$ cat src/rtl/core/stdir_pkg.sv
// shared constants, codes and types of the string table directory
`timescale 1ns / 1ps
package stdir_pkg;

   // parameter defaults
   localparam int MAX_BLOBS_DEF         = 4;
   localparam int MAX_TXTS_PER_BLOB_DEF = 64;
   localparam int OFFSET_BITS_DEF       = 16;

   // count registers that exist in the register map
   localparam int NUM_COUNT_REGS = 4;

   // configuration port
   localparam int CSR_IDX_W  = 3;
   localparam int CSR_DATA_W = 7;
   localparam int NUM_BLOBS_W = 3;
   localparam int TXTS_W      = 7;

   // result field widths
   localparam int TEXT_COUNT_W  = 7;
   localparam int TEXT_OFFSET_W = 16;
   localparam int TEXT_LENGTH_W = 8;
   localparam int BLOB_FOUND_W  = 2;

   // string terminator
   localparam logic [7:0] STR_END = 8'h00;

   // register indexes
   typedef enum logic [CSR_IDX_W-1:0] {
      CSR_NUM_BLOBS = 3'd0,
      CSR_TXTS_0    = 3'd1,
      CSR_TXTS_1    = 3'd2,
      CSR_TXTS_2    = 3'd3,
      CSR_TXTS_3    = 3'd4
   } csr_index_type;

   // item function codes
   typedef enum logic {
      FUNC_LOAD   = 1'b0,
      FUNC_LOOKUP = 1'b1
   } func_type;

   // result kinds
   typedef enum logic {
      KIND_LOAD   = 1'b0,
      KIND_LOOKUP = 1'b1
   } kind_type;

   // result status codes
   typedef enum logic [1:0] {
      ST_OK       = 2'd0,
      ST_RANGE    = 2'd1,
      ST_OVERFLOW = 2'd2,
      ST_BAD_BLOB = 2'd3
   } status_type;

endpackage

$ cat src/rtl/core/stdir_csr.sv
// configuration registers and clamped per-blob counts
`timescale 1ns / 1ps
module stdir_csr #(
   parameter int MAX_BLOBS         = 4,
   parameter int MAX_TXTS_PER_BLOB = 64,
   localparam int NB_W  = $clog2(MAX_BLOBS + 1),
   localparam int CNT_W = $clog2(MAX_TXTS_PER_BLOB + 1)
) (
   input  logic                                   clock,
   input  logic                                   reset,
   input  logic                                   csr_we,
   input  logic [stdir_pkg::CSR_IDX_W-1:0]        csr_index,
   input  logic [stdir_pkg::CSR_DATA_W-1:0]       csr_wdata,
   output logic [NB_W-1:0]                        nb_use,
   output logic [MAX_BLOBS-1:0][CNT_W-1:0]        blob_cnt
);
   import stdir_pkg::*;

   logic [NUM_BLOBS_W-1:0] num_blobs_ff, num_blobs_in;
   logic [TXTS_W-1:0]      txts_ff [NUM_COUNT_REGS];
   logic [TXTS_W-1:0]      txts_in [NUM_COUNT_REGS];

   // register write decode
   always_comb begin
      num_blobs_in = num_blobs_ff;
      for (int i = 0; i < NUM_COUNT_REGS; i++) begin
         txts_in[i] = txts_ff[i];
      end
      if (csr_we) begin
         unique case (csr_index)
            CSR_NUM_BLOBS: num_blobs_in = csr_wdata[NUM_BLOBS_W-1:0];
            CSR_TXTS_0:    txts_in[0]   = csr_wdata[TXTS_W-1:0];
            CSR_TXTS_1:    txts_in[1]   = csr_wdata[TXTS_W-1:0];
            CSR_TXTS_2:    txts_in[2]   = csr_wdata[TXTS_W-1:0];
            CSR_TXTS_3:    txts_in[3]   = csr_wdata[TXTS_W-1:0];
            default: ;
         endcase
      end
   end

   always_ff @(posedge clock) begin
      if (reset) begin
         num_blobs_ff <= NUM_BLOBS_W'(1);
         for (int i = 0; i < NUM_COUNT_REGS; i++) begin
            txts_ff[i] <= TXTS_W'(1);
         end
      end else begin
         num_blobs_ff <= num_blobs_in;
         for (int i = 0; i < NUM_COUNT_REGS; i++) begin
            txts_ff[i] <= txts_in[i];
         end
      end
   end

   // blobs in use, limited to the directory size
   always_comb begin
      if (int'(num_blobs_ff) > MAX_BLOBS) begin
         nb_use = NB_W'(MAX_BLOBS);
      end else begin
         nb_use = NB_W'(num_blobs_ff);
      end
   end

   // per-blob counts, limited; blobs without a register count zero
   for (genvar b = 0; b < MAX_BLOBS; b++) begin : g_cnt
      if (b < NUM_COUNT_REGS) begin : g_reg
         assign blob_cnt[b] = (int'(txts_ff[b]) > MAX_TXTS_PER_BLOB) ?
                              CNT_W'(MAX_TXTS_PER_BLOB) : CNT_W'(txts_ff[b]);
      end else begin : g_none
         assign blob_cnt[b] = '0;
      end
   end

endmodule

$ cat config.mk
export PLATFORM = sky130hd
export DESIGN_NAME = stdir_csr
export DESIGN_NICKNAME = d
export VERILOG_FILES = /design/src/rtl/core/stdir_pkg.sv /design/src/rtl/core/stdir_csr.sv
export SDC_FILE = /design/constraint.sdc
export NUM_CORES = 1
export LEC_CHECK = 0
export BUFFER_PORTS_ARGS = -buffer_cell sky130_fd_sc_hd__buf_2
export CAP_MARGIN = 20
export CORE_MARGIN = 1
export CORE_UTILIZATION = 47
export CTS_BUF_LIST = sky130_fd_sc_hd__clkbuf_8 sky130_fd_sc_hd__clkbuf_16
export DETAILED_ROUTE_END_ITERATION = 6
export GPL_TIMING_DRIVEN = 0
export PLACE_DENSITY = 0.72
export SYNTH_ARGS = -nofsm -noshare
export SYNTH_HDL_FRONTEND = slang
export SYNTH_SLANG_ARGS = --single-unit
$ cat constraint.sdc
create_clock -name clock -period 2.7 [get_ports clock]
set_input_delay 0.27 -clock clock [delete_from_list [all_inputs] [get_ports clock]]
set_output_delay 0.27 -clock clock [all_outputs]
set_load 0.02 [all_outputs]
Word level (Yosys, flattened, before mapping)
Memory sizes are Yosys's and may differ from the RTL's.
Index checks and enable logic that the tools add are counted.
Word-level totals
  flip-flop bits (word level): 3
  memory bits (writable): 28
  input port bits: 13
  memories: 1
Memories
  txts_ff: words 4, bits a word 7, read ports 4, clocked after memory_dff 0, wr ports 4, line stdir_csr.sv:20  | logic [TXTS_W-1:0] txts_ff [NUM_COUNT_REGS];
Operators by class
  $lt $le $gt $ge: 5
  equal/unequal tests: 4
  mux-type cells: 17
  bitwise operators: 4
  reductions and logical operators: 2
Operators with widths (count)
  7-bit two-way mux: 12
  7-bit greater-than comparator (second input constant): 4
  28-bit two-way mux: 1
  3-bit by 2-bit equality test with 1-bit output (second input constant): 2
  1-bit bitwise OR: 4
  3-bit by 1-bit equality test with 1-bit output (second input constant): 1
  3-bit equality test (second input constant): 1
  3-bit greater-than comparator (second input constant): 1
  3-bit zero test: 1
  1-bit two-way mux: 3
  3-bit two-way mux: 1
  2-bit AND reduction: 1

Logic depth before layout (Yosys ltp)
Gate-level depths: netlist of the first run.
  depth after elaboration: 4
  mapped depth: 4

Worst setup path after synthesis of the first run
Ideal clock, no wire load.
  kind: input-to-reg
  from: in csr_index[1] (netlist name)
  to: reg num_blobs_ff[0]
  library setup time: 129 ps
  arrival time: 1036 ps
  data required time: 2571 ps
  slack: 1536 ps
  stages on the path: 3
  buffers on the path: 1
  cells stage by stage: or4b_1 clkbuf_1 mux2i_1
Between the ends
  cells in the longest elaborated chain, start to end: 2
RTL lines
  from (decl): line stdir_csr.sv:12  | input logic [stdir_pkg::CSR_IDX_W-1:0] csr_index,
  3-bit zero test: line stdir_csr.sv:30  | unique case (csr_index)
  2-bit AND reduction (no source line)
  to (signal assigned): line stdir_csr.sv:48  | num_blobs_ff <= num_blobs_in;
  to (decl): line stdir_csr.sv:19  | logic [NUM_BLOBS_W-1:0] num_blobs_ff, num_blobs_in;
No other way between the ends.
A chain may end at the register's enable or synchronous reset.

==> results of run 1 <==
## final cells by class
| type | count | area, um2 |
|---|---|---|
| Buffer | 13 | 52.6 |
| Clock buffer | 6 | 82.6 |
| Clock inverter | 1 | 5.00 |
| Fill cell | 252 | 1050 |
| Multi-Input combinational cell | 102 | 768 |
| Sequential cell | 31 | 621 |
| Tap cell | 31 | 38.8 |
| Timing Repair Buffer | 42 | 210 |
## per-stage QoR
step | total power, uW | utilization [%] | instance area (um2)
2_1_floorplan | 543 | - | 1440
3_3_place_gp | 577 | 59.8 | 1690
3_5_place_dp | 579 | 59.8 | 1690
4_1_cts | 941 | 62.8 | 1780
5_1_grt | 967 | 62.8 | 1780
6_report | 930 | 62.8 | 1780
## flip-flops by register name, indices dropped and copies added (netlist names)
name,cells
txts_ff,28
num_blobs_ff,3
## cell usage after synthesis
library cell   n
dfxtp_1       31
mux2i_1       31
and4b_1        1
nand4b_1       1
nand4bb_1      3
nor4bb_1       1
or4b_1         1
nor2b_1       26
nand2b_1      32
nor2_1         6
clkbuf_1      10
buf_2          3
## where the power goes
| part | total (uW) | internal (uW) | switching (uW) |
|---|---|---|---|
| Clock | 362 | 200 | 162 |
| Sequential | 474 | 468 | 6.81 |
| Combinational | 93.5 | 41.0 | 52.5 |
| Total | 930 | 708 | 222 |
## worst max-delay path: stages (launching register included)
cell      delay (ns)
dfxtp_1         0.50
clkbuf_1        0.12
buf_2           0.15
## cells by family after synthesis
group	Yosys count	synth area share [%]
simple gates	71	31.8
mux	31	21.5
flops	31	43.1
buf+inv	13	3.65
## metal layers
metal	share of wire [%]	track usage, %	wire, um
met5	0	0	0
met3	4.1	4.99	122
met2	47	31.7	1410
met4	2.1	9.41	62
met1	46	26.6	1390
## final timing paths
check | from | end | slack (ns) | depth (start not counted)
setup / recovery | txts_ff[1][6]$_SDFFE_PP0P_ | blob_cnt[13] | 1.37 | 2
hold / removal | csr_wdata[0] | txts_ff[3][0]$_SDFFE_PP1P_ | 0.34 | 3
setup reg to reg | txts_ff[1][6]$_SDFFE_PP0P_ | txts_ff[1][6]$_SDFFE_PP0P_ | 1.91 | 2
hold reg to reg | txts_ff[3][2]$_SDFFE_PP0P_ | txts_ff[3][2]$_SDFFE_PP0P_ | 0.47 | 2
==> run_results.csv, run 1 <==
group,metric,value,unit
cts,path_clk_slew,0.06,ns
timing,clock_skew,0,ns
grt,grt_max_degree,11,
detailed_routing,dr.first_iter.drc_count,33,
cells_and_area,fin_cells,226,
timing,hold_ws,0.341,ns
detailed_routing,vias_per_cell,5.02,
synthesis,yosysUniqueCellTypes,12,
detailed_routing,wl,2980,um
detailed_routing,drc,4,
timing,slew_violations,0,
power_and_ir_drop,p_per_area,523,nW/um2
place,place_inst,219,
outcome,status,"finished with violations",
synthesis,synth_area,1440,um2
synthesis,yosys-top-cells-area,"dfxtp_1 43%, mux2i_1 22%, nand2b_1 14%",
cts,cts_tree,"done",
cts,insertion_delay,0.27,ns
cts,cts_setup_buffers,0,
timing,setup_ws,1.37,ns
cells_and_area,final_cell_mix,"45 x buf_2, 32 x nand2b_1, 31 x mux2i_1, 31 x dfxtp_1, 26 x nor2b_1",
floorplanning,ios,44,
timing,final-hold-violation-count,0,
floorplanning,die_w,57.4,um
synthesis,yosys_warnings,0,
setup_path,critPathArrivalTime,1.06,ns
cts,hold_buffers,0,
worst_hold_path,hold_class,"input port to flop",
place,portBuffers,42,
cells_and_area,n_antenna_cell,0,
power_and_ir_drop,p_leak,0.000925,uW
grt,grtUsageTotal,20.4,%
floorplanning,die_h,57.4,um
place,place_congestion,0.775,
cells_and_area,drive_above_1_share,26.7,%
place,post-place-ws,1.34,ns
timing,slew_headroom,71.8,%
cts,clock-sinks,31,
cells_and_area,syn_to_final_growth,23.4,%
grt,grt_pass1_vias,1085,
synthesis,synth_top_area_share,43.1,%
floorplanning,fp-row-count,19,
synthesis,ys_ff_latch,31,
synthesis,syn_nets,159,
setup_path,worstSetupPathType,"flop to output port",
synthesis,synth_top_area_cell,"dfxtp_1",
floorplanning,core,2830,um2
setup_path,path_max_fanout,8,
detailed_routing,num_vias,1134,
synthesis,postSynthAreaPerCell,9.87,um2
synthesis,synthCells,146,
timing,fmax,0.753,GHz
cts,cts_buffers,5,
setup_path,start_kind,"flop",
grt,antenna_found_initial,0,
cells_and_area,nNetsFinal,208,
place,dp_hpwl,2150,um
timing,grt_setup_unrepaired,"no",
detailed_routing,ant_nets,0,
timing,tightest_slew,0.422,ns
setup_path,cp-end-kind,"output port",
timing,setup_viol,0,
grt,grt_overflow_total,0,
timing,fin_crit,1.33,ns
floorplanning,die-area,3290,um2
synthesis,seq_area_frac_synth,43.1,%
timing,period_share,49.2,%
cts,clockRootBuffer,"clkbuf_8",
detailed_routing,wire_per_inst,13.2,um
setup_path,worstPathRequired,2.43,ns
floorplanning,start_util,51.0,%
cts,post_cts_resized,0,
cts,clk_path_buf_depth,2,
grt,grt_pass1_wl,4910,um
power_and_ir_drop,vdd_drop_max,0.000303,V
detailed_routing,first_pass_iters,7,
run,cap_violations,0,
outcome,violations,"DRC",
cells_and_area,layout_commonest_cell,"buf_2",
timing,finalSetupTns,0,ns
cts,htreeDepth,2,
(Power assumes the default switching activity.)
==> run 2: changes to the inputs <==
--- a/config.mk
+++ b/config.mk
@@ -5,14 +5,15 @@
 export SDC_FILE = /design/constraint.sdc
 export NUM_CORES = 1
 export LEC_CHECK = 0
+export ABC_AREA = 1
 export BUFFER_PORTS_ARGS = -buffer_cell sky130_fd_sc_hd__buf_2
 export CAP_MARGIN = 20
 export CORE_MARGIN = 1
-export CORE_UTILIZATION = 47
+export CORE_UTILIZATION = 46
 export CTS_BUF_LIST = sky130_fd_sc_hd__clkbuf_8 sky130_fd_sc_hd__clkbuf_16
 export DETAILED_ROUTE_END_ITERATION = 6
 export GPL_TIMING_DRIVEN = 0
-export PLACE_DENSITY = 0.72
+export PLACE_DENSITY = 0.73
 export SYNTH_ARGS = -nofsm -noshare
 export SYNTH_HDL_FRONTEND = slang
 export SYNTH_SLANG_ARGS = --single-unit
==> constraint.sdc (replaced) <==
create_clock -name clock -period 1.2 [get_ports clock]
set_input_delay 0.12 -clock clock [delete_from_list [all_inputs] [get_ports clock]]
set_output_delay 0.12 -clock clock [all_outputs]
set_load 0.02 [all_outputs]
==> run_results.csv, run 2 <==
group,metric,value,unit
run,cap_violations,0,
timing,clock_skew,0,ns
setup_path,slowest_delay,0.33,ns
cells_and_area,drive_above_1_share,26.2,%
floorplanning,start_util,49.8,%
grt,grt_overflow_total,0,
cts,clockRootBuffer,"clkbuf_8",
synthesis,yosys_warnings,0,
cells_and_area,layout_commonest_cell,"nor2_1",
synthesis,synth_area,1560,um2
setup_path,cp-end-kind,"output port",
grt,grt_pass1_vias,1284,
grt,grtUsageTotal,21.4,%
setup_path,critPathArrivalTime,1.13,ns
synthesis,async_flop_share,0,%
synthesis,synth_top_area_cell,"dfxtp_1",
synthesis,synth-edff-count,0,
timing,slew_violations,0,
setup_path,path_cells,"nor2_2, nand3_2, a21boi_1, buf_4",
detailed_routing,drc,0,
setup_path,crit_family,"flip-flops",
cts,hold_buffers,0,
setup_path,cp-endpoint,"blob_cnt[1]",
setup_path,slowest_stage,"dfxtp_2",
grt,grt_pass1_wl,5520,um
cts,cts_buffers,5,
setup_path,reg2reg_setup_slack,0.49,ns
setup_path,path_max_fanout,3,
synthesis,seq_area_frac_synth,39.8,%
synthesis,synthAdderAreaFrac,0,%
timing,fmax,0.801,GHz
power_and_ir_drop,vdd_drop_max,0.000644,V
detailed_routing,first_pass_iters,4,
cells_and_area,final_cell_mix,"77 x nor2_1, 43 x buf_2, 42 x nand2_1",
timing,setup_viol,3,
detailed_routing,num_vias,1557,
power_and_ir_drop,p_leak,0.00101,uW
detailed_routing,ant_nets,0,
floorplanning,die-area,3630,um2
place,place_congestion,0.809,
cells_and_area,multi_input_area,776,um2
cells_and_area,n_antenna_cell,0,
place,post-place-ws,0.186,ns
setup_path,start_kind,"flop",
floorplanning,ios,44,
place,postPlaceCellArea,1830,um2
timing,fin_crit,1.25,ns
synthesis,synth_top_area_share,39.8,%
floorplanning,die_w,60.2,um
setup_path,r2r-start,"txts_ff[3][6]$_SDFFE_PP0P_",
cts,clk_path_buf_depth,2,
synthesis,synth_xor_xnor_area_share,0,%
floorplanning,core,3130,um2
synthesis,yosys.area_share.simple,45.7,%
timing,setup_ws,-0.0477,ns
cts,path_clk_slew,0.06,ns
timing,final-hold-violation-count,0,
setup_path,startpoint,"txts_ff[0][1]$_SDFFE_PP0P_",
synthesis,yosysUniqueCellTypes,13,
floorplanning,die_h,60.2,um
cts,clock-sinks,31,
cells_and_area,fin_cells,345,
cells_and_area,nNetsFinal,313,
synthesis,synthMuxAreaShare,0,%
timing,period_share,104,%
cells_and_area,stdcell_area,1980,um2
synthesis,synthCells,250,
detailed_routing,dr.first_iter.drc_count,48,
synthesis,postSynthAreaPerCell,6.24,um2
timing,grt_setup_unrepaired,"yes",
setup_path,critical_path_depth,4,
place,portBuffers,43,
cells_and_area,reg_top3,"txts_ff x28, num_blobs_ff x3",
timing,slew_headroom,67.9,%
detailed_routing,vias_per_cell,4.51,
timing,finalSetupTns,-0.121,ns
place,dp_hpwl,2480,um
setup_path,worstSetupPathType,"flop to output port",
synthesis,synth_compound_area_share,2.57,%
cells_and_area,syn_to_final_growth,26.7,%
cells_and_area,seq_area,631,um2
synthesis,ys_ff_latch,31,
synthesis,synth_most_common_cell,"nor2_1",
outcome,violations,"setup timing",
synthesis,ys_top_cells_by_count,"81 x nor2_1, 42 x nand2_1, 35 x inv_1, 33 x nand3_1, 31 x dfxtp_1",
setup_path,worstPathRequired,1.08,ns
cts,cts_tree,"done",
cts,htreeDepth,2,
setup_path,r2r-end,"txts_ff[3][6]$_SDFFE_PP0P_",
grt,antenna_found_initial,0,
timing,tightest_slew,0.482,ns
place,place_inst,337,
floorplanning,fp-row-count,20,
cells_and_area,fillers,308,
outcome,status,"finished with violations",
synthesis,syn_nets,263,
power_and_ir_drop,p_per_area,1180,nW/um2
synthesis,yosys-top-cells-area,"dfxtp_1 40%, nor2_1 20%, nand3_1 11%",
worst_hold_path,hold_class,"input port to flop",
cts,insertion_delay,0.28,ns
timing,hold_ws,0.114,ns
cells_and_area,largest_register,"txts_ff",
cells_and_area,largest_reg_flops,28,
setup_path,crit_buf_inv,1,
setup_path,rr_worst_depth,2,
detailed_routing,wire_per_inst,9.92,um
detailed_routing,wl,3420,um
synthesis,synth_top_family_by_area,"simple AND/OR/NAND/NOR gates",
grt,grt_max_degree,11,
synthesis,synthFlopType,"dfxtp_1",
[run 2: changes by cell type after synthesis, moves of 4 or more]
cell,before,now
a21boi_0,0,4
inv_1,0,35
nand3_1,0,33
nand2_1,0,42
nand2b_1,32,0
mux2i_1,31,0
nor2_1,6,81
nor2_4,0,6
nor2b_1,26,0
[run 2: stage by stage]
stage          util, %  power, uW
3_3_place_gp      58.5       1450
5_1_grt           63.2       2450
4_1_cts           62.8       2350
6_report          63.2       2330
2_1_floorplan        -       1340
3_5_place_dp      58.5       1460
[run 2: final cells by class]
cell class / instances / area share [%]
plain buffers: 12 / 2.53
clock buffers: 7 / 4.88
clock inverters: 1 / 0.190
inverters: 35 / 6.65
multi-input cells: 171 / 39.3
flip-flops and latches: 31 / 31.9
well taps: 44 / 2.79
repair buffers: 44 / 11.8
[run 2: power by group]
part           leakage [uW]  switching, uW  internal [uW]
Combinational      0.000702            232            121
Clock             0.0000557            375            514
Sequential         0.000254           25.2           1070
Total               0.00101            632           1700
[run 2: how the worst min path moves through the flow]
stage                            start  depth (start not counted)                            to
final                            reset                          4    txts_ff[1][5]$_SDFFE_PP0P_
after global routing      csr_wdata[0]                          3    txts_ff[1][0]$_SDFFE_PP1P_
after CTS                        reset                          4    txts_ff[1][5]$_SDFFE_PP0P_
after detailed placement         reset                          4    txts_ff[1][5]$_SDFFE_PP0P_
after global placement           reset                          4    txts_ff[1][5]$_SDFFE_PP0P_
after floorplan           csr_wdata[0]                          2  num_blobs_ff[0]$_SDFFE_PP1P_
[run 2: what timing repair did]
item | in CTS | in global routing
pin swaps | 7 | 4
setup endpoints to repair | 10 | 4
setup buffers | 1 | 0
gates resized for setup | 19 | 4
cloned | 0 | 0
[run 2: cells by family after synthesis]
logic type             count (synthesis)
and+or+nand+nor                      165
buffers and inverters                 48
DFF                                   31
AOI/OAI and AO/OA                      6
[run 2: worst min-delay path, stage by stage]
cell	delay (ns)
buf_2	0.07
inv_1	0.06
nand2_1	0.07
nor2_1	0.03
[run 2: routing by layer]
| metal | GRT usage [%] | wire length (um) | up-vias |
|---|---|---|---|
| li1 | - | - | 845 |
| met1 | 26.5 | 1610 | 662 |
| met2 | 34.2 | 1530 | 45 |
| met3 | 4.55 | 198 | 5 |
| met4 | 12.0 | 74 | 0 |
| met5 | 0 | 0 | - |
==> run 3: changes to the inputs <==
--- a/config.mk
+++ b/config.mk
@@ -8,12 +8,15 @@
 export ABC_AREA = 1
 export BUFFER_PORTS_ARGS = -buffer_cell sky130_fd_sc_hd__buf_2
 export CAP_MARGIN = 20
+export CELL_PAD_IN_SITES_DETAIL_PLACEMENT = 0
+export CELL_PAD_IN_SITES_GLOBAL_PLACEMENT = 1
 export CORE_MARGIN = 1
-export CORE_UTILIZATION = 46
+export CORE_UTILIZATION = 31
 export CTS_BUF_LIST = sky130_fd_sc_hd__clkbuf_8 sky130_fd_sc_hd__clkbuf_16
 export DETAILED_ROUTE_END_ITERATION = 6
+export GPL_ROUTABILITY_DRIVEN = 1
 export GPL_TIMING_DRIVEN = 0
-export PLACE_DENSITY = 0.73
+export PLACE_DENSITY = 0.72
 export SYNTH_ARGS = -nofsm -noshare
 export SYNTH_HDL_FRONTEND = slang
 export SYNTH_SLANG_ARGS = --single-unit
==> run_results.csv, run 3 (synthesis results as in run 2) <==
group,metric,value,unit
setup_path,r2r-end,"txts_ff[1][6]$_SDFFE_PP0P_",
grt,grt_overflow_total,0,
detailed_routing,ant_nets,0,
timing,tightest_slew,0.512,ns
floorplanning,ios,44,
timing,fmax,0.819,GHz
detailed_routing,dr.first_iter.drc_count,55,
grt,antenna_found_initial,0,
detailed_routing,wl,3800,um
detailed_routing,first_pass_iters,4,
timing,fin_crit,1.22,ns
cells_and_area,largest_register,"txts_ff",
cells_and_area,layout_commonest_cell,"nor2_1",
power_and_ir_drop,p_leak,0.00103,uW
power_and_ir_drop,vdd_drop_max,0.000537,V
place,post-place-ws,0.165,ns
floorplanning,core,4790,um2
place,portBuffers,43,
outcome,status,"finished with violations",
setup_path,slowest_stage,"dfxtp_2",
grt,grt_pass1_vias,1376,
cts,clk_path_buf_depth,2,
timing,grt_setup_unrepaired,"yes",
detailed_routing,vias_per_cell,4.15,
place,place_congestion,0.769,
detailed_routing,num_vias,1540,
detailed_routing,wire_per_inst,10.2,um
grt,grtUsageTotal,16.1,%
place,postPlaceCellArea,1860,um2
setup_path,cp-end-kind,"output port",
cells_and_area,n_antenna_cell,0,
cts,clock-sinks,31,
cells_and_area,drive_above_1_share,28.0,%
place,dp_hpwl,2780,um
power_and_ir_drop,p_per_area,1150,nW/um2
power_and_ir_drop,total_power,2350,uW
cts,cts_buffers,5,
run,cap_violations,0,
timing,slew_violations,0,
cells_and_area,reg_top3,"txts_ff x28, num_blobs_ff x3",
floorplanning,fp-row-count,25,
setup_path,crit_family,"flip-flops",
setup_path,path_cells,"nor2_2, nand3_2, a21boi_1, buf_4",
cts,htreeDepth,2,
worst_hold_path,hold_start,"reset",
floorplanning,die_h,72.9,um
cells_and_area,largest_reg_flops,28,
cells_and_area,seq_area,633,um2
setup_path,crit_buf_inv,1,
timing,setup_ws,-0.0214,ns
setup_path,slowest_delay,0.33,ns
cts,path_clk_slew,0.07,ns
detailed_routing,drc,0,
floorplanning,die_w,72.9,um
cts,cts_tree,"done",
cts,insertion_delay,0.28,ns
setup_path,path_max_fanout,3,
cts,clockRootBuffer,"clkbuf_8",
worst_hold_path,hold_class,"input port to flop",
floorplanning,die-area,5320,um2
setup_path,start_kind,"flop",
cells_and_area,multi_input_area,776,um2
timing,clock_skew,0,ns
grt,grt_max_degree,11,
cells_and_area,fillers,550,
grt,grt_pass1_wl,6340,um
setup_path,critPathArrivalTime,1.10,ns
timing,setup_viol,3,
setup_path,worstPathRequired,1.08,ns
outcome,violations,"setup timing",
worst_hold_path,hold_depth,4,
cells_and_area,syn_to_final_growth,31.0,%
setup_path,r2r-start,"txts_ff[1][6]$_SDFFE_PP0P_",
cells_and_area,nNetsFinal,316,
cells_and_area,final_cell_mix,"74 x nor2_1, 42 x nand2_1, 38 x buf_2",
timing,final-hold-violation-count,0,
setup_path,worstSetupPathType,"flop to output port",
timing,period_share,102,%
floorplanning,start_util,32.6,%
setup_path,rr_worst_depth,3,
cells_and_area,stdcell_area,2040,um2
worst_hold_path,whs_endpoint,"txts_ff[1][5]$_SDFFE_PP0P_",
setup_path,reg2reg_setup_slack,0.49,ns
cts,hold_buffers,0,
timing,slew_headroom,65.9,%
## run 3: power breakdown
group	internal, uW	total, uW	switching (uW)
logic	127	363	235
clock network	514	895	381
registers	1070	1090	24.7
total	1710	2350	641
## run 3: worst max path at each step
stage                                           from                      endpoint  slack [ns]  cells after the start
after detailed placement                      csr_we  num_blobs_ff[0]$_SDFFE_PP1P_        0.17                      7
final                     txts_ff[0][2]$_SDFFE_PP0P_                   blob_cnt[1]       -0.02                      4
after floorplan           txts_ff[0][4]$_SDFFE_PP0P_                   blob_cnt[0]        0.08                      3
after CTS                 txts_ff[0][5]$_SDFFE_PP0P_                   blob_cnt[1]       -0.05                      4
after global routing      txts_ff[0][2]$_SDFFE_PP0P_                   blob_cnt[1]       -0.10                      4
after global placement                        csr_we  num_blobs_ff[0]$_SDFFE_PP1P_        0.17                      7
## run 3: stage by stage
step | instances | hold slack [ns] | setup TNS, ns | utilization (%)
2_1_floorplan | 250 | 0.233 | 0 | -
3_3_place_gp | 360 | 0.407 | 0 | 38.8
3_5_place_dp | 360 | 0.399 | 0 | 38.8
4_1_cts | 371 | 0.0959 | -0.151 | 42.1
5_1_grt | 371 | 0.0999 | -0.388 | 42.7
6_report | 371 | 0.104 | -0.0527 | 42.7
## run 3: cell type report
type                       instances  area share, %
tap                               67           4.11
clock inverter                     1          0.184
timing repair buffer              47           12.9
clock buffer                       7           4.72
sequential                        31           31.0
inverter                          35           6.43
multi-input combinational        171           38.0
buffer                            12           2.70
## run 3: tightest hold or removal path, delay by kind of cell
family / cells / cell delay [ns]
buffers and inverters: 2 / 0.14
and+or+nand+nor: 2 / 0.10
## run 3: layer usage
metal	vias up	global-route usage (%)	wire length (um)
met4	0	5.23	42
met5	-	0	0
li1	850	-	-
met2	26	25.4	1780
met3	4	4.70	129
met1	660	21.0	1840
## run 3: what timing repair did
action	in CTS	in global routing
resized for setup	18	13
pin swaps	8	5
setup buffers	4	0
endpoints found under the setup margin	10	9
gates cloned	0	0
