===== src/rtl/core/stdir_pkg.sv =====
// shared constants, codes and types of the string table directory
`timescale 1ns / 1ps
package stdir_pkg;

   // parameter defaults
   localparam int MAX_BLOBS_DEF         = 4;
   localparam int MAX_TXTS_PER_BLOB_DEF = 64;
   localparam int OFFSET_BITS_DEF       = 16;

   // count registers that exist in the register map
   localparam int NUM_COUNT_REGS = 4;

   // configuration port
   localparam int CSR_IDX_W  = 3;
   localparam int CSR_DATA_W = 7;
   localparam int NUM_BLOBS_W = 3;
   localparam int TXTS_W      = 7;

   // result field widths
   localparam int TEXT_COUNT_W  = 7;
   localparam int TEXT_OFFSET_W = 16;
   localparam int TEXT_LENGTH_W = 8;
   localparam int BLOB_FOUND_W  = 2;

   // string terminator
   localparam logic [7:0] STR_END = 8'h00;

   // register indexes
   typedef enum logic [CSR_IDX_W-1:0] {
      CSR_NUM_BLOBS = 3'd0,
      CSR_TXTS_0    = 3'd1,
      CSR_TXTS_1    = 3'd2,
      CSR_TXTS_2    = 3'd3,
      CSR_TXTS_3    = 3'd4
   } csr_index_type;

   // item function codes
   typedef enum logic {
      FUNC_LOAD   = 1'b0,
      FUNC_LOOKUP = 1'b1
   } func_type;

   // result kinds
   typedef enum logic {
      KIND_LOAD   = 1'b0,
      KIND_LOOKUP = 1'b1
   } kind_type;

   // result status codes
   typedef enum logic [1:0] {
      ST_OK       = 2'd0,
      ST_RANGE    = 2'd1,
      ST_OVERFLOW = 2'd2,
      ST_BAD_BLOB = 2'd3
   } status_type;

endpackage


===== src/rtl/core/stdir_req_if.sv =====
// request channel: load bytes and lookups
`timescale 1ns / 1ps
interface stdir_req_if;
   logic       valid;
   logic       ready;
   logic       func;
   logic       first_byte;
   logic [1:0] blob_select;
   logic [7:0] byte_value;
   logic [7:0] text_id;

   modport source (output valid, func, first_byte, blob_select, byte_value, text_id,
                   input ready);
   modport sink (input valid, func, first_byte, blob_select, byte_value, text_id,
                 output ready);
endinterface


===== src/rtl/core/stdir_rsp_if.sv =====
// response channel: load completions and lookup answers
`timescale 1ns / 1ps
interface stdir_rsp_if;
   logic        valid;
   logic        ready;
   logic        result_kind;
   logic [1:0]  status;
   logic [6:0]  text_count;
   logic [1:0]  blob_found;
   logic [15:0] text_offset;
   logic [7:0]  text_length;

   modport source (output valid, result_kind, status, text_count, blob_found, text_offset,
                   text_length, input ready);
   modport sink (input valid, result_kind, status, text_count, blob_found, text_offset,
                 text_length, output ready);
endinterface


===== src/rtl/core/stdir_engine.sv =====
// item slot, blob loader, lookup sequencer, directory clearing and result register
`timescale 1ns / 1ps
module stdir_engine #(
   parameter int MAX_BLOBS         = 4,
   parameter int MAX_TXTS_PER_BLOB = 64,
   parameter int OFFSET_BITS       = 16,
   localparam int NB_W   = $clog2(MAX_BLOBS + 1),
   localparam int CNT_W  = $clog2(MAX_TXTS_PER_BLOB + 1),
   localparam int STRIDE = MAX_TXTS_PER_BLOB + 1,
   localparam int DEPTH  = MAX_BLOBS * STRIDE,
   localparam int ADDR_W = $clog2(DEPTH)
) (
   input  logic                            clock,
   input  logic                            reset,
   stdir_req_if.sink                       req_ch,
   stdir_rsp_if.source                     rsp_ch,
   input  logic [NB_W-1:0]                 nb_use,
   input  logic [MAX_BLOBS-1:0][CNT_W-1:0] blob_cnt,
   output logic                            dir_we,
   output logic [ADDR_W-1:0]               dir_waddr,
   output logic [OFFSET_BITS-1:0]          dir_wdata,
   output logic [ADDR_W-1:0]               dir_raddr_a,
   output logic [ADDR_W-1:0]               dir_raddr_b,
   input  logic [OFFSET_BITS-1:0]          dir_rdata_a,
   input  logic [OFFSET_BITS-1:0]          dir_rdata_b
);
   import stdir_pkg::*;

   localparam int BSEL_W = (MAX_BLOBS > 1) ? $clog2(MAX_BLOBS) : 1;
   localparam int SUM_W  = $clog2(MAX_BLOBS * MAX_TXTS_PER_BLOB + 1);

   typedef enum logic [1:0] {
      S_CLEAR,
      S_RUN,
      S_LK_RD,
      S_LK_OUT
   } state_type;

   // control state
   state_type         state_ff, state_in;
   logic [ADDR_W-1:0] clr_addr_ff, clr_addr_in;
   logic              slot_full_ff, slot_full_in;
   logic              start_ff, start_in;
   logic              ovf_ff, ovf_in;
   logic [OFFSET_BITS-1:0] pos_ff, pos_in;
   logic [CNT_W-1:0]  idx_ff, idx_in;
   logic              rsp_valid_ff, rsp_valid_in;

   // held item
   logic              slot_func_ff, slot_func_in;
   logic              slot_first_ff, slot_first_in;
   logic [1:0]        slot_sel_ff, slot_sel_in;
   logic [7:0]        slot_byte_ff, slot_byte_in;
   logic [7:0]        slot_id_ff, slot_id_in;

   // lookup mapping
   logic              lk_hit_ff, lk_hit_in;
   logic [BSEL_W-1:0] lk_blob_ff, lk_blob_in;
   logic [CNT_W-1:0]  lk_local_ff, lk_local_in;

   // result payload
   logic                     rsp_kind_ff, rsp_kind_in;
   logic [1:0]               rsp_status_ff, rsp_status_in;
   logic [TEXT_COUNT_W-1:0]  rsp_count_ff, rsp_count_in;
   logic [BLOB_FOUND_W-1:0]  rsp_blob_ff, rsp_blob_in;
   logic [TEXT_OFFSET_W-1:0] rsp_offset_ff, rsp_offset_in;
   logic [TEXT_LENGTH_W-1:0] rsp_length_ff, rsp_length_in;

   // working signals
   logic                   out_free;
   logic                   accept;
   logic                   sel_ok;
   logic [CNT_W-1:0]       cnt_sel;
   logic [OFFSET_BITS-1:0] pos_e;
   logic [CNT_W-1:0]       idx_e;
   logic                   start_e;
   logic                   ovf_e;
   logic                   is_end;
   logic                   load_result;
   logic                   run_load;
   logic                   run_lookup;
   logic                   load_go;
   logic                   lk_done;
   logic                   slot_done;
   logic                   map_found;
   logic [BSEL_W-1:0]      map_blob;
   logic [CNT_W-1:0]       map_local;
   logic [SUM_W-1:0]       map_below;
   logic [ADDR_W-1:0]      lk_base;
   logic [OFFSET_BITS-1:0] lk_diff;

   // handshake
   assign out_free     = !rsp_valid_ff || rsp_ch.ready;
   assign accept       = req_ch.valid && req_ch.ready;
   assign run_load     = (state_ff == S_RUN) && slot_full_ff && (slot_func_ff == FUNC_LOAD);
   assign run_lookup   = (state_ff == S_RUN) && slot_full_ff && (slot_func_ff == FUNC_LOOKUP);
   assign load_go      = run_load && (!load_result || out_free);
   assign lk_done      = (state_ff == S_LK_OUT) && out_free;
   assign slot_done    = load_go || lk_done;
   assign req_ch.ready = (state_ff != S_CLEAR) && (!slot_full_ff || slot_done);

   // blob select check and its count
   always_comb begin
      sel_ok  = int'(slot_sel_ff) < int'(nb_use);
      cnt_sel = '0;
      for (int b = 0; b < MAX_BLOBS; b++) begin
         if (sel_ok && (int'(slot_sel_ff) == b)) begin
            cnt_sel = blob_cnt[b];
         end
      end
   end

   // loader state as seen by this byte, after a first-byte restart
   always_comb begin
      if (slot_first_ff) begin
         pos_e   = '0;
         idx_e   = '0;
         start_e = 1'b1;
         ovf_e   = 1'b0;
      end else begin
         pos_e   = pos_ff;
         idx_e   = idx_ff;
         start_e = start_ff;
         ovf_e   = ovf_ff;
      end
      is_end      = slot_byte_ff == STR_END;
      load_result = start_e && is_end;
   end

   // global text number to blob and local index
   always_comb begin
      map_found = 1'b0;
      map_blob  = '0;
      map_local = '0;
      map_below = '0;
      for (int b = 0; b < MAX_BLOBS; b++) begin
         if (!map_found && (b < int'(nb_use)) &&
             (int'(slot_id_ff) < int'(map_below) + int'(blob_cnt[b]))) begin
            map_found = 1'b1;
            map_blob  = BSEL_W'(b);
            map_local = CNT_W'(int'(slot_id_ff) - int'(map_below));
         end
         map_below = SUM_W'(int'(map_below) + int'(blob_cnt[b]));
      end
   end

   // directory reads for a lookup: this text's start and the next one
   assign lk_base     = ADDR_W'(int'(lk_blob_ff) * STRIDE + int'(lk_local_ff));
   assign dir_raddr_a = lk_base;
   assign dir_raddr_b = ADDR_W'(int'(lk_base) + 1);
   assign lk_diff     = dir_rdata_b - dir_rdata_a - OFFSET_BITS'(1);

   // directory write: clearing sweep or string start
   always_comb begin
      if (state_ff == S_CLEAR) begin
         dir_we    = 1'b1;
         dir_waddr = clr_addr_ff;
         dir_wdata = '0;
      end else begin
         dir_we    = load_go && start_e && sel_ok && !ovf_e && (idx_e <= cnt_sel);
         dir_waddr = ADDR_W'(int'(slot_sel_ff) * STRIDE + int'(idx_e));
         dir_wdata = pos_e;
      end
   end

   // next state
   always_comb begin
      state_in      = state_ff;
      clr_addr_in   = clr_addr_ff;
      slot_full_in  = slot_full_ff;
      start_in      = start_ff;
      ovf_in        = ovf_ff;
      pos_in        = pos_ff;
      idx_in        = idx_ff;
      rsp_valid_in  = rsp_valid_ff && !rsp_ch.ready;

      slot_func_in  = slot_func_ff;
      slot_first_in = slot_first_ff;
      slot_sel_in   = slot_sel_ff;
      slot_byte_in  = slot_byte_ff;
      slot_id_in    = slot_id_ff;

      lk_hit_in     = lk_hit_ff;
      lk_blob_in    = lk_blob_ff;
      lk_local_in   = lk_local_ff;

      rsp_kind_in   = rsp_kind_ff;
      rsp_status_in = rsp_status_ff;
      rsp_count_in  = rsp_count_ff;
      rsp_blob_in   = rsp_blob_ff;
      rsp_offset_in = rsp_offset_ff;
      rsp_length_in = rsp_length_ff;

      // item slot
      if (accept) begin
         slot_full_in  = 1'b1;
         slot_func_in  = req_ch.func;
         slot_first_in = req_ch.first_byte;
         slot_sel_in   = req_ch.blob_select;
         slot_byte_in  = req_ch.byte_value;
         slot_id_in    = req_ch.text_id;
      end else if (slot_done) begin
         slot_full_in = 1'b0;
      end

      unique case (state_ff)
         S_CLEAR: begin
            if (clr_addr_ff == ADDR_W'(DEPTH - 1)) begin
               state_in = S_RUN;
            end else begin
               clr_addr_in = clr_addr_ff + ADDR_W'(1);
            end
         end
         S_RUN: begin
            // one load byte per cycle; a blob-completing byte waits for the response register
            if (load_go) begin
               if (start_e) begin
                  if (is_end) begin
                     rsp_valid_in  = 1'b1;
                     rsp_kind_in   = KIND_LOAD;
                     rsp_status_in = !sel_ok ? ST_BAD_BLOB :
                                     (ovf_e ? ST_OVERFLOW : ST_OK);
                     rsp_count_in  = sel_ok ? TEXT_COUNT_W'(idx_e) : '0;
                     rsp_blob_in   = '0;
                     rsp_offset_in = '0;
                     rsp_length_in = '0;
                     pos_in        = '0;
                     idx_in        = '0;
                     start_in      = 1'b1;
                     ovf_in        = 1'b0;
                  end else begin
                     ovf_in   = ovf_e || (idx_e >= cnt_sel);
                     start_in = 1'b0;
                     idx_in   = idx_e;
                     pos_in   = pos_e + OFFSET_BITS'(1);
                  end
               end else begin
                  start_in = is_end;
                  ovf_in   = ovf_e;
                  idx_in   = (is_end && !ovf_e) ? idx_e + CNT_W'(1) : idx_e;
                  pos_in   = pos_e + OFFSET_BITS'(1);
               end
            end
            // lookup: register the mapping
            if (run_lookup) begin
               lk_hit_in   = map_found;
               lk_blob_in  = map_blob;
               lk_local_in = map_local;
               state_in    = S_LK_RD;
            end
         end
         S_LK_RD: begin
            state_in = S_LK_OUT;
         end
         S_LK_OUT: begin
            if (out_free) begin
               rsp_valid_in  = 1'b1;
               rsp_kind_in   = KIND_LOOKUP;
               rsp_count_in  = '0;
               if (lk_hit_ff) begin
                  rsp_status_in = ST_OK;
                  rsp_blob_in   = BLOB_FOUND_W'(lk_blob_ff);
                  rsp_offset_in = TEXT_OFFSET_W'(dir_rdata_a);
                  rsp_length_in = lk_diff[TEXT_LENGTH_W-1:0];
               end else begin
                  rsp_status_in = ST_RANGE;
                  rsp_blob_in   = '0;
                  rsp_offset_in = '0;
                  rsp_length_in = '0;
               end
               state_in = S_RUN;
            end
         end
         default: state_in = S_CLEAR;
      endcase
   end

   // state and registered outputs
   always_ff @(posedge clock) begin
      slot_func_ff  <= slot_func_in;
      slot_first_ff <= slot_first_in;
      slot_sel_ff   <= slot_sel_in;
      slot_byte_ff  <= slot_byte_in;
      slot_id_ff    <= slot_id_in;
      lk_hit_ff     <= lk_hit_in;
      lk_blob_ff    <= lk_blob_in;
      lk_local_ff   <= lk_local_in;
      rsp_kind_ff   <= rsp_kind_in;
      rsp_status_ff <= rsp_status_in;
      rsp_count_ff  <= rsp_count_in;
      rsp_blob_ff   <= rsp_blob_in;
      rsp_offset_ff <= rsp_offset_in;
      rsp_length_ff <= rsp_length_in;
      if (reset) begin
         state_ff     <= S_CLEAR;
         clr_addr_ff  <= '0;
         slot_full_ff <= 1'b0;
         start_ff     <= 1'b1;
         ovf_ff       <= 1'b0;
         pos_ff       <= '0;
         idx_ff       <= '0;
         rsp_valid_ff <= 1'b0;
      end else begin
         state_ff     <= state_in;
         clr_addr_ff  <= clr_addr_in;
         slot_full_ff <= slot_full_in;
         start_ff     <= start_in;
         ovf_ff       <= ovf_in;
         pos_ff       <= pos_in;
         idx_ff       <= idx_in;
         rsp_valid_ff <= rsp_valid_in;
      end
   end

   // result channel
   assign rsp_ch.valid       = rsp_valid_ff;
   assign rsp_ch.result_kind = rsp_kind_ff;
   assign rsp_ch.status      = rsp_status_ff;
   assign rsp_ch.text_count  = rsp_count_ff;
   assign rsp_ch.blob_found  = rsp_blob_ff;
   assign rsp_ch.text_offset = rsp_offset_ff;
   assign rsp_ch.text_length = rsp_length_ff;

endmodule


===== src/flat_wrapper.sv =====
// flat-port wrapper written by rule: the top's interface ports become plain ports
module stdir_engine_flat import stdir_pkg::*;
#(
   parameter int MAX_BLOBS         = 4,
   parameter int MAX_TXTS_PER_BLOB = 64,
   parameter int OFFSET_BITS       = 16,
   localparam int NB_W   = $clog2(MAX_BLOBS + 1),
   localparam int CNT_W  = $clog2(MAX_TXTS_PER_BLOB + 1),
   localparam int STRIDE = MAX_TXTS_PER_BLOB + 1,
   localparam int DEPTH  = MAX_BLOBS * STRIDE,
   localparam int ADDR_W = $clog2(DEPTH)
)
  (clock, reset, nb_use, blob_cnt, dir_we, dir_waddr, dir_wdata, dir_raddr_a, dir_raddr_b, dir_rdata_a, dir_rdata_b, req_ch_valid, req_ch_func, req_ch_first_byte, req_ch_blob_select, req_ch_byte_value, req_ch_text_id, req_ch_ready, rsp_ch_valid, rsp_ch_result_kind, rsp_ch_status, rsp_ch_text_count, rsp_ch_blob_found, rsp_ch_text_offset, rsp_ch_text_length, rsp_ch_ready);
  stdir_req_if req_ch_i ();
  stdir_rsp_if rsp_ch_i ();
  input  logic clock;
  input  logic reset;
  input  logic [NB_W-1:0] nb_use;
  input  logic [MAX_BLOBS-1:0][CNT_W-1:0] blob_cnt;
  output logic dir_we;
  output logic [ADDR_W-1:0] dir_waddr;
  output logic [OFFSET_BITS-1:0] dir_wdata;
  output logic [ADDR_W-1:0] dir_raddr_a;
  output logic [ADDR_W-1:0] dir_raddr_b;
  input  logic [OFFSET_BITS-1:0] dir_rdata_a;
  input  logic [OFFSET_BITS-1:0] dir_rdata_b;
  input wire logic [$bits(req_ch_i.valid)-1:0] req_ch_valid;
  input wire logic [$bits(req_ch_i.func)-1:0] req_ch_func;
  input wire logic [$bits(req_ch_i.first_byte)-1:0] req_ch_first_byte;
  input wire logic [$bits(req_ch_i.blob_select)-1:0] req_ch_blob_select;
  input wire logic [$bits(req_ch_i.byte_value)-1:0] req_ch_byte_value;
  input wire logic [$bits(req_ch_i.text_id)-1:0] req_ch_text_id;
  output wire logic [$bits(req_ch_i.ready)-1:0] req_ch_ready;
  output wire logic [$bits(rsp_ch_i.valid)-1:0] rsp_ch_valid;
  output wire logic [$bits(rsp_ch_i.result_kind)-1:0] rsp_ch_result_kind;
  output wire logic [$bits(rsp_ch_i.status)-1:0] rsp_ch_status;
  output wire logic [$bits(rsp_ch_i.text_count)-1:0] rsp_ch_text_count;
  output wire logic [$bits(rsp_ch_i.blob_found)-1:0] rsp_ch_blob_found;
  output wire logic [$bits(rsp_ch_i.text_offset)-1:0] rsp_ch_text_offset;
  output wire logic [$bits(rsp_ch_i.text_length)-1:0] rsp_ch_text_length;
  input wire logic [$bits(rsp_ch_i.ready)-1:0] rsp_ch_ready;
  assign req_ch_i.valid = req_ch_valid;
  assign req_ch_i.func = req_ch_func;
  assign req_ch_i.first_byte = req_ch_first_byte;
  assign req_ch_i.blob_select = req_ch_blob_select;
  assign req_ch_i.byte_value = req_ch_byte_value;
  assign req_ch_i.text_id = req_ch_text_id;
  assign req_ch_ready = req_ch_i.ready;
  assign rsp_ch_valid = rsp_ch_i.valid;
  assign rsp_ch_result_kind = rsp_ch_i.result_kind;
  assign rsp_ch_status = rsp_ch_i.status;
  assign rsp_ch_text_count = rsp_ch_i.text_count;
  assign rsp_ch_blob_found = rsp_ch_i.blob_found;
  assign rsp_ch_text_offset = rsp_ch_i.text_offset;
  assign rsp_ch_text_length = rsp_ch_i.text_length;
  assign rsp_ch_i.ready = rsp_ch_ready;
  stdir_engine #(.MAX_BLOBS(MAX_BLOBS), .MAX_TXTS_PER_BLOB(MAX_TXTS_PER_BLOB), .OFFSET_BITS(OFFSET_BITS)) u_core (.clock(clock), .reset(reset), .req_ch(req_ch_i), .rsp_ch(rsp_ch_i), .nb_use(nb_use), .blob_cnt(blob_cnt), .dir_we(dir_we), .dir_waddr(dir_waddr), .dir_wdata(dir_wdata), .dir_raddr_a(dir_raddr_a), .dir_raddr_b(dir_raddr_b), .dir_rdata_a(dir_rdata_a), .dir_rdata_b(dir_rdata_b));
endmodule

===== config.mk =====
export PLATFORM = sky130hd
export DESIGN_NAME = stdir_engine_flat
export DESIGN_NICKNAME = d
export VERILOG_FILES = /design/src/rtl/core/stdir_pkg.sv /design/src/rtl/core/stdir_req_if.sv /design/src/rtl/core/stdir_rsp_if.sv /design/src/rtl/core/stdir_engine.sv /design/src/flat_wrapper.sv
export SDC_FILE = /design/constraint.sdc
export NUM_CORES = 1
export LEC_CHECK = 0
export BUFFER_PORTS_ARGS = -buffer_cell sky130_fd_sc_hd__buf_2
export CAP_MARGIN = 20
export CORE_UTILIZATION = 30
export DETAILED_ROUTE_END_ITERATION = 6
export PLACE_DENSITY = 0.6
export SLEW_MARGIN = 15
export SYNTH_ARGS = -nofsm -noshare
export SYNTH_HDL_FRONTEND = slang
export SYNTH_SLANG_ARGS = --single-unit

===== constraint.sdc =====
create_clock -name clock -period 11.1 [get_ports clock]
set_input_delay 1.11 -clock clock [delete_from_list [all_inputs] [get_ports clock]]
set_output_delay 1.11 -clock clock [all_outputs]
set_load 0.01 [all_outputs]

# Yosys cells after proc, flatten, opt, wreduce, memory -nomap -nowiden
# Index checks and enable logic that the tools add are counted.
# W data, S select, Z words.
# totals
ff_bits,104
word_cells,192
output_inout_bits,82
# classes
magnitude_cmp,11
mux,77
n_eq_ne,13
multipliers,2
n_reduce_logical,50
add_sub_neg,14
n_bitwise,2
# ops
op,count
$mux W16,9
$mux W7,17
$mux W8,5
$pmux W16 S2,1
$mux W2,14
$logic_and A1 B1 Y1,25
$mux W1,23
$sub A7 B7 Y7,3
$lt A8 B10 Y1,2
$add A9 B1 Y9 const B,2
$add A9 B8 Y9,2
$mul A2 B7 Y9 const B,2
$add A16 B1 Y16 const B,1
$pmux W8 S2,1
$pmux W7 S2,1
$add A9 B7 Y10,1
$ne A2 B1 Y1 const B,5
$add A8 B7 Y9,1
$eq A9 B9 Y1 const B,1
$mux W9,1
$add A7 B7 Y8,1
$eq A2 B2 Y1 const B,4
$logic_not A1 Y1,8
$logic_not A8 Y1,1
23 further kinds,38

# Longest topological paths before layout
# Gate-level depths: netlist of run 1.
# logic_depth
ltp_word,15
ltp_mapped,19

# Worst setup path before layout of run 1
# No wires, ideal clock.
# synth_timing
kind,input -> register
from,input port blob_cnt[0] (netlist bit)
to,"register u_core.lk_local_ff[6], data pin"
t_arrival_ps,5185
path_buffers,0
slack_ps,5655
path_stages,17
setup_time_ps,260
cell_sequence,ha_1 > fa_1 > inv_1 > fa_1 > inv_1 > ha_1 > a21o_1 > a21oi_1 > o21bai_1 > a21oi_1 > xor2_1 > ha_1 > a211oi_1 > o21ai_0 > a21o_1 > a2111oi_2 > mux2_2
# synth_via
elab_chain_len,15
elab_cells_between_ends,27
# synth_rtl
item,line,text
start: declaration,flat_wrapper.sv:19,input logic [MAX_BLOBS-1:0][CNT_W-1:0] blob_cnt;
"parallel branches: the longest is 14 deep, another holds $add A9 B7 Y10",-,
$mux W7 (*),stdir_engine.sv:137,if (!map_found && (b < int'(nb_use)) &&
via u_core.map_local[6],stdir_engine.sv:87,logic [CNT_W-1:0] map_local;
end signal: assignment,stdir_engine.sv:287,lk_local_ff <= lk_local_in;
end: declaration,stdir_engine.sv:59,"logic [CNT_W-1:0] lk_local_ff, lk_local_in;"
# Mark *: on every way through the listed nets, which the timed path passes.
# A chain may end at the register's enable or synchronous reset.

# Final worst setup path of run 1
# Same ends and word-level chain as after synthesis.

==> run_results.csv, run 1 <==
group,metric,value,unit
outcome,status,"complete, no violations",
floorplanning,fp.coreArea,25300,um^2
yosys,ys_types,67,
floorplanning,start_util,30.7,%
cells_and_area,areaGrowthSynthToFinish,19.1,%
clock_tree,cts_post_setup_buffers_inserted,0,
global_routing,antenna_found_initial,1,
clock_tree,cts_inserted_buffers,9,
worst_hold_path,hold_path_class,"reg2reg",
route,drc_errors,0,
place,port_buffers,160,
cells_and_area,layout.cells.non_filler,1319,
clock_tree,ctsResizeCount,0,
global_routing,grt_first_pass_wirelength,31900,um
yosys,synth-seq-cells,104,
sta,drv_slew,0,
yosys,synth.cell_area,7760,um^2
route,iteration_0_drc_count_of_the_detailed_router,569,
global_routing,maximum_number_of_pins_on_one_net_before_global_route_repair,39,
yosys,yosys_warning_count,0,
sta,max_slew_margin,38.1,%
route,drt-total-wl,20300,um
power,power.static_leakage,3.97,nW
global_routing,first_global_vias,6177,
critical_path,worstPathArrival,5.89,ns
clock_tree,worst_setup_hold_path_clk_slew,0.08,ns
critical_path,critical_path_peak_fanout,4,
clock_tree,cts_sinks,104,
yosys,synth_edf_count,66,
power,power,1.26,mW
route,drt-pass1-iter-count,5,
yosys,fraction_of_the_yosys_area_taken_by_sequential_cells,35.3,%
floorplanning,die_area,26500,um^2
floorplanning,die_width,163,um
worst_hold_path,hold_path_depth,2,
power,powerDensity,137,nW/um^2
yosys,dominantRegCellSynth,"sky130_fd_sc_hd__edfxtp_1",
critical_path,crit_chain,"buf_2, ha_1, fa_1, inv_1, fa_1, inv_1, ha_1, a21o_1, a21oi_1, o21bai_1, a21oi_1, xor2_1, ha_1, a211oi_1, o21ai_0, a21o_1, a2111oi_2, mux2_2",
global_routing,grt-ovfl-total,0,
sta,setup_viol,0,
critical_path,critical_path.most_common_cell,"sky130_fd_sc_hd__ha_1",
sta,max_freq,0.173,GHz
critical_path,setup.worst_path.class,"in2reg",
yosys,avgSynthCellArea,9.32,um^2
critical_path,r2r.worst_path.cells,11,
critical_path,minimum_setup_slack_among_reg_to_reg_paths,7.64,ns
route,viasPerCell,4.92,
sta,fin_crit,5.78,ns
sta,number_of_hold_slack_violations_in_the_final_timing_report,0,
critical_path,rr_endpoint,"u_core.pos_ff[14]$_SDFFE_PP0P_",
floorplanning,io_pins,169,
critical_path,cp_slowest_stage_delay,0.70,ns
critical_path,worst_r2r_startpoint,"u_core.slot_first_ff$_DFFE_PP_",
sta,worst-slew-pin-transition,0.928,ns
sta,post-route-period-util,52.0,%
route,drtAntennaViolNets,0,
critical_path,worst_setup_path_end_kind,"flop",
sta,timing.setup.tns,0,ns
clock_tree,cts-root-to-sink-buffers,2,
cells_and_area,drive_above_1_share,20.7,%
power,ir_worst_vdd,0.0000691,V
floorplanning,std_cell_rows,58,
clock_tree,cts-hold-fix-buffers,0,
worst_hold_path,hold_path_startpoint,"u_core.pos_ff[15]$_SDFFE_PP0P_",
cells_and_area,design.final.nets,1165,
place,final_estimated_routing_congestion_in_global_placement,0.836,
run,cap_violations,0,
clock_tree,cts.root.buffer_cell,"sky130_fd_sc_hd__clkbuf_16",
yosys,ys_async_sr_fraction,0,%
cells_and_area,final_util,36.6,%
worst_hold_path,hold_path_end,"u_core.pos_ff[15]$_SDFFE_PP0P_",
global_routing,grt_util_all_layers,15.5,%
yosys,syn-num-nets,1016,
sta,fin_worst_skew,0.0170,ns
route,wl_per_cell,15.4,um
place,placed_cells_incl_taps,1301,
place,place.detailed.hpwl,16100,um
critical_path,critical_path_required,11.21,ns
sta,grt_setup_unrepaired,"false",
critical_path,critPathLaunchType,"input port",
route,route.vias.total,6493,
floorplanning,die_h,163,um
clock_tree,htreeDepth,3,
yosys,syn-instance-count,833,
clock_tree,worst_skew_pair.late_latency,0.37,ns
critical_path,cpMaxStageDelayCell,"sky130_fd_sc_hd__fa_1",
clock_tree,tritoncts,"built",
routing by layer:
layer | up-vias | track usage (%) | part of all wire (%)
met5 | - | 0 | 0
met4 | 0 | 5.18 | 1.8
met3 | 22 | 2.80 | 5.1
met2 | 173 | 25.5 | 46
met1 | 2991 | 20.3 | 47
li1 | 3307 | - | -
power by group:
part	switching, mW	internal, mW
Combinational	0.261	0.215
Clock	0.170	0.174
Sequential	0.0163	0.426
area by class of cell:
| cell class | count | area [um^2] |
|---|---|---|
| Clock inverter | 6 | 65.1 |
| Sequential cell | 104 | 2740 |
| Timing Repair Buffer | 165 | 838 |
| Fill cell | 2567 | 16000 |
| Antenna cell | 2 | 5.00 |
| Inverter | 64 | 240 |
| Multi-Input combinational cell | 638 | 4690 |
| Clock buffer | 10 | 250 |
| Tap cell | 330 | 413 |
cell usage after synthesis, drive strengths merged (4+ instances only):
cell	count	area, um^2
o21a	7	52.6
nand2b	14	87.6
edfxtp	66	1980
mux4	7	158
a22oi	6	45.0
nor2b	15	93.8
fa	9	180
o21bai	8	71.3
a21o	21	158
and2	17	106
a211oi	8	65.1
nand2	63	236
nand3	14	70.1
ha	87	1090
nor3	14	75.1
mux2i	4	40.0
nor2	78	293
and3	27	169
a31oi	4	40.0
a21oi	44	220
o221ai	5	43.8
xnor2	35	307
a32oi	10	87.6
or2	5	31.3
nor4	6	37.5
o21ai	57	285
nand4	4	25.0
nand3b	4	30.0
or3	6	37.5
dfxtp	38	761
mux2	4	48.8
inv	64	240
xor2	19	166
clkbuf	24	90.1
per-stage QoR:
stage          worst slack (ns)  hold slack, ns  instance area, um^2
5_1_grt                    4.99           0.520                 9240
2_1_floorplan              5.66           0.455                 7760
3_3_place_gp               4.99           0.472                 8920
6_report                   5.32           0.498                 9240
3_5_place_dp               4.92           0.480                 8920
4_1_cts                    5.29           0.499                 9240
cells in the final DEF, fill, tap and decap left out, types with 5 or more instances in the layout:
master                      Yosys  final
sky130_fd_sc_hd__edfxtp_1      66     66
sky130_fd_sc_hd__nand2_1       63     63
sky130_fd_sc_hd__o21bai_1       7      7
sky130_fd_sc_hd__nand2b_1      14     14
sky130_fd_sc_hd__nor4_1         6      6
sky130_fd_sc_hd__a211oi_1       7      7
sky130_fd_sc_hd__nor2b_1       15     15
sky130_fd_sc_hd__a32oi_1       10     10
sky130_fd_sc_hd__or3_1          6      6
sky130_fd_sc_hd__inv_1         64     64
sky130_fd_sc_hd__and2_1        17     17
sky130_fd_sc_hd__xnor2_1       35     35
sky130_fd_sc_hd__mux4_2         7      7
sky130_fd_sc_hd__and3_1        27     27
sky130_fd_sc_hd__o21a_1         7      7
sky130_fd_sc_hd__xor2_1        19     19
sky130_fd_sc_hd__nand3_1       14     14
sky130_fd_sc_hd__a21o_1        21     21
sky130_fd_sc_hd__buf_4          1      5
sky130_fd_sc_hd__nor3_1        13     13
sky130_fd_sc_hd__fa_1           9      9
sky130_fd_sc_hd__buf_2          1    160
sky130_fd_sc_hd__clkbuf_16      0     10
sky130_fd_sc_hd__a21oi_1       44     43
sky130_fd_sc_hd__o21ai_0       39     39
sky130_fd_sc_hd__a22oi_1        6      6
sky130_fd_sc_hd__dfxtp_1       38     38
sky130_fd_sc_hd__o21ai_1       18     18
sky130_fd_sc_hd__nor2_1        78     77
sky130_fd_sc_hd__o221ai_1       5      5
sky130_fd_sc_hd__ha_1          87     87
state kept, by name, indices dropped and copies added, names as in the netlist, 7 cells and up:
signal,cells
u_core.slot_byte_ff,8
u_core.rsp_ch.text_length,8
u_core.lk_local_ff,7
u_core.pos_ff,16
u_core.rsp_ch.text_count,7
u_core.rsp_ch.text_offset,16
u_core.idx_ff,7
u_core.clr_addr_ff,9
u_core.slot_id_ff,8
cells by family (layout without fill, tap and decap cells):
family / count (synthesis) / in the layout / synth area share, %
compound gates: 200 / 200 / 17.2
xor+xnor: 54 / 54 / 6.09
fa+ha+maj: 96 / 96 / 16.3
buf+inv: 91 / 245 / 4.47
flops: 104 / 104 / 35.3
mux: 15 / 15 / 3.18
other cells: 0 / 2 / 0
simple gates: 273 / 273 / 17.3
worst max-delay path, delay by kind of cell:
kind / cells / cell delay [ns]
buffers and inverters: 3 / 0.32
XOR/XNOR: 1 / 0.17
adder cells (fa/ha/maj): 5 / 2.03
multiplexers: 1 / 0.40
AO/OA/AOI/OAI: 8 / 1.85
worst max-delay path by stage:
stage / start / to / slack (ns)
floorplan: blob_cnt[0] / u_core.lk_local_ff[6]$_DFFE_PP_ / 5.66
global placement: blob_cnt[0] / u_core.lk_local_ff[6]$_DFFE_PP_ / 4.99
detailed placement: blob_cnt[0] / u_core.lk_local_ff[6]$_DFFE_PP_ / 4.92
CTS: blob_cnt[0] / u_core.lk_local_ff[6]$_DFFE_PP_ / 5.29
global route: blob_cnt[0] / u_core.lk_local_ff[6]$_DFFE_PP_ / 4.99
finish: blob_cnt[0] / u_core.lk_local_ff[6]$_DFFE_PP_ / 5.32
(Power assumes the default switching activity.)
==> run 2: changes to the inputs <==
- PLACE_DENSITY: 0.6 -> 0.62
- clock period: 11.1 -> 4.8 ns (I/O delays scaled with it)
==> run_results.csv, run 2 (synthesis results as in run 1) <==
group,metric,value,unit
critical_path,cpMaxStageDelayCell,"sky130_fd_sc_hd__fa_2",
floorplanning,die_area,26500,um^2
clock_tree,tritoncts,"built",
clock_tree,cts_inserted_buffers,9,
cells_and_area,layout.cells.most_common,"sky130_fd_sc_hd__buf_2",
floorplanning,fp.coreArea,25300,um^2
critical_path,r2r.worst_path.cells,12,
sta,fin_worst_skew,0.00895,ns
power,ir_worst_vdd,0.000195,V
global_routing,first_global_vias,6454,
place,final_estimated_routing_congestion_in_global_placement,0.846,
global_routing,grt_first_pass_wirelength,32700,um
sta,max_freq,0.217,GHz
critical_path,worst_r2r_startpoint,"u_core.slot_id_ff[0]$_DFFE_PP_",
global_routing,grt_util_all_layers,15.7,%
route,viasPerCell,4.94,
place,placed_cells_incl_taps,1340,
floorplanning,start_util,30.7,%
clock_tree,cts-root-to-sink-buffers,2,
sta,setup_viol,0,
sta,number_of_hold_slack_violations_in_the_final_timing_report,0,
floorplanning,die_h,163,um
cells_and_area,antenna-diode-count,0,
clock_tree,cts_post_setup_buffers_inserted,0,
critical_path,cp_num_cells,19,
clock_tree,worst_setup_hold_path_clk_slew,0.07,ns
cells_and_area,final_util,38.0,%
sta,worst-slew-pin-transition,0.771,ns
place,port_buffers,160,
cells_and_area,areaGrowthSynthToFinish,23.6,%
sta,fin_crit,4.60,ns
global_routing,maximum_number_of_pins_on_one_net_before_global_route_repair,39,
global_routing,grt-ovfl-total,0,
critical_path,cp_slowest_stage_delay,0.54,ns
clock_tree,cts.root.buffer_cell,"sky130_fd_sc_hd__clkbuf_16",
route,drt-total-wl,20900,um
global_routing,antenna_found_initial,1,
critical_path,cp-endpoint,"u_core.lk_local_ff[0]$_DFFE_PP_",
route,wl_per_cell,15.4,um
cells_and_area,nFillCells,2514,
worst_hold_path,hold_path_class,"in2reg",
cells_and_area,multiInputGateArea,4730,um^2
sta,timing.setup.tns,0,ns
place,place.detailed.hpwl,16400,um
critical_path,critical-path-top-delay-family,"adder cells",
critical_path,critical_path_required,4.90,ns
floorplanning,std_cell_rows,58,
route,drc_errors,0,
power,power.static_leakage,4.17,nW
critical_path,critPathLaunchType,"input port",
route,drt-pass1-iter-count,5,
critical_path,rr_endpoint,"u_core.lk_local_ff[4]$_DFFE_PP_",
floorplanning,io_pins,169,
sta,max_slew_margin,48.6,%
cells_and_area,design.final.nets,1205,
critical_path,critical_path.most_common_cell,"sky130_fd_sc_hd__ha_1",
route,iteration_0_drc_count_of_the_detailed_router,399,
cells_and_area,mostFrequentLayoutCells,"sky130_fd_sc_hd__buf_2 (160), sky130_fd_sc_hd__ha_1 (86), sky130_fd_sc_hd__nor2_1 (77), sky130_fd_sc_hd__edfxtp_1 (66), sky130_fd_sc_hd__inv_1 (65)",
run,cap_violations,0,
critical_path,critPathBufInv,2,
critical_path,crit_chain,"buf_2, ha_2, fa_2, inv_1, fa_1, xnor2_2, ha_1, nor2b_1, o21a_1, o21ai_0, nand2b_1, a21oi_1, xor2_1, ha_1, a211oi_1, o21ai_1, a21o_1, a2111o_1, mux2_4",
critical_path,minimum_setup_slack_among_reg_to_reg_paths,1.30,ns
cells_and_area,layout.cells.non_filler,1357,
critical_path,worst_setup_path_end_kind,"flop",
clock_tree,cts_sinks,104,
critical_path,crit_path_start,"blob_cnt[0]",
power,powerDensity,318,nW/um^2
clock_tree,worst_skew_pair.late_latency,0.35,ns
sta,post-route-period-util,95.9,%
route,drtAntennaViolNets,0,
outcome,status,"complete, no violations",
critical_path,setup.worst_path.class,"in2reg",
route,route.vias.total,6697,
cells_and_area,regArea,2740,um^2
clock_tree,htreeDepth,3,
cells_and_area,drive_above_1_share,24.3,%
critical_path,worstPathArrival,4.71,ns
floorplanning,die_width,163,um
critical_path,critical_path_peak_fanout,3,
sta,drv_slew,0,
[run 2: cell types whose count changed in the layout (fill, tap and decap cells not counted), moves of 2 or more]
cell | previous run | this run
sky130_fd_sc_hd__a21oi_1 | 43 | 40
sky130_fd_sc_hd__buf_4 | 5 | 44
sky130_fd_sc_hd__a21oi_2 | 0 | 3
sky130_fd_sc_hd__diode_2 | 2 | 0
[run 2: metrics by stage]
| stage | instance area [um^2] | total power, mW | worst slack (ns) | hold WS (ns) |
|---|---|---|---|---|
| finish | 9590 | 3.05 | 0.195 | 0.301 |
| global route | 9590 | 3.27 | -0.00228 | 0.281 |
| CTS | 9520 | 3.05 | 0.0573 | 0.288 |
| detailed placement | 9210 | 2.26 | -0.291 | 0.491 |
| global placement | 9210 | 2.24 | -0.261 | 0.471 |
| floorplan | 7760 | 1.86 | -0.0147 | 0.455 |
[run 2: repair_timing]
item,CTS,global route
setup endpoints to repair,0,9
endpoints found under the hold margin,0,0
gates resized for setup,0,10
hold buffers,0,0
[run 2: area by class of cell]
type                       count  share of cell area, %
clock buffer                  11                   2.65
sequential                   104                   28.6
multi-input combinational    638                   49.3
tap                          330                   4.31
inverter                      64                   2.50
timing repair buffer         205                   12.1
clock inverter                 5                  0.522
[run 2: where the power goes]
part	switching (mW)	leakage, nW	internal, mW	total [mW]
clock network	0.357	0.158	0.416	0.773
registers	0.0342	0.867	0.985	1.02
logic	0.650	3.15	0.609	1.26
total	1.04	4.17	2.01	3.05
[run 2: per-layer routing]
metal	global-route usage [%]	up-vias	routed length, um
met2	26.6	174	9610
met5	0	-	13
li1	-	3384	-
met4	4.25	2	270
met3	3.11	16	1080
met1	20.3	3121	9890
[run 2: worst register-to-register path, cell delays in order, from the launching register on]
cell and delay (ns):
sky130_fd_sc_hd__edfxtp_1 0.41, sky130_fd_sc_hd__inv_1 0.15, sky130_fd_sc_hd__ha_1 0.17, sky130_fd_sc_hd__inv_1 0.06, sky130_fd_sc_hd__fa_1 0.41, sky130_fd_sc_hd__a211oi_1 0.33
sky130_fd_sc_hd__o21ai_1 0.16, sky130_fd_sc_hd__a2111oi_1 0.51, sky130_fd_sc_hd__nor2_1 0.30, sky130_fd_sc_hd__nand2_1 0.23, sky130_fd_sc_hd__a2111oi_4 0.06, sky130_fd_sc_hd__buf_4 0.16
sky130_fd_sc_hd__a221o_1 0.32
[run 2: worst min path at each step]
| stage | from | depth (start not counted) | end | slack [ns] |
|---|---|---|---|---|
| finish | req_ch_byte_value[0] | 1 | u_core.slot_byte_ff[0]$_DFFE_PP_ | 0.30 |
| global route | req_ch_byte_value[6] | 1 | u_core.slot_byte_ff[6]$_DFFE_PP_ | 0.28 |
| CTS | req_ch_blob_select[1] | 1 | u_core.slot_sel_ff[1]$_DFFE_PP_ | 0.29 |
| detailed placement | u_core.idx_ff[0]$_SDFFE_PP0P_ | 2 | u_core.idx_ff[0]$_SDFFE_PP0P_ | 0.49 |
| global placement | u_core.idx_ff[0]$_SDFFE_PP0P_ | 2 | u_core.idx_ff[0]$_SDFFE_PP0P_ | 0.47 |
| floorplan | u_core.idx_ff[0]$_SDFFE_PP0P_ | 2 | u_core.idx_ff[0]$_SDFFE_PP0P_ | 0.45 |
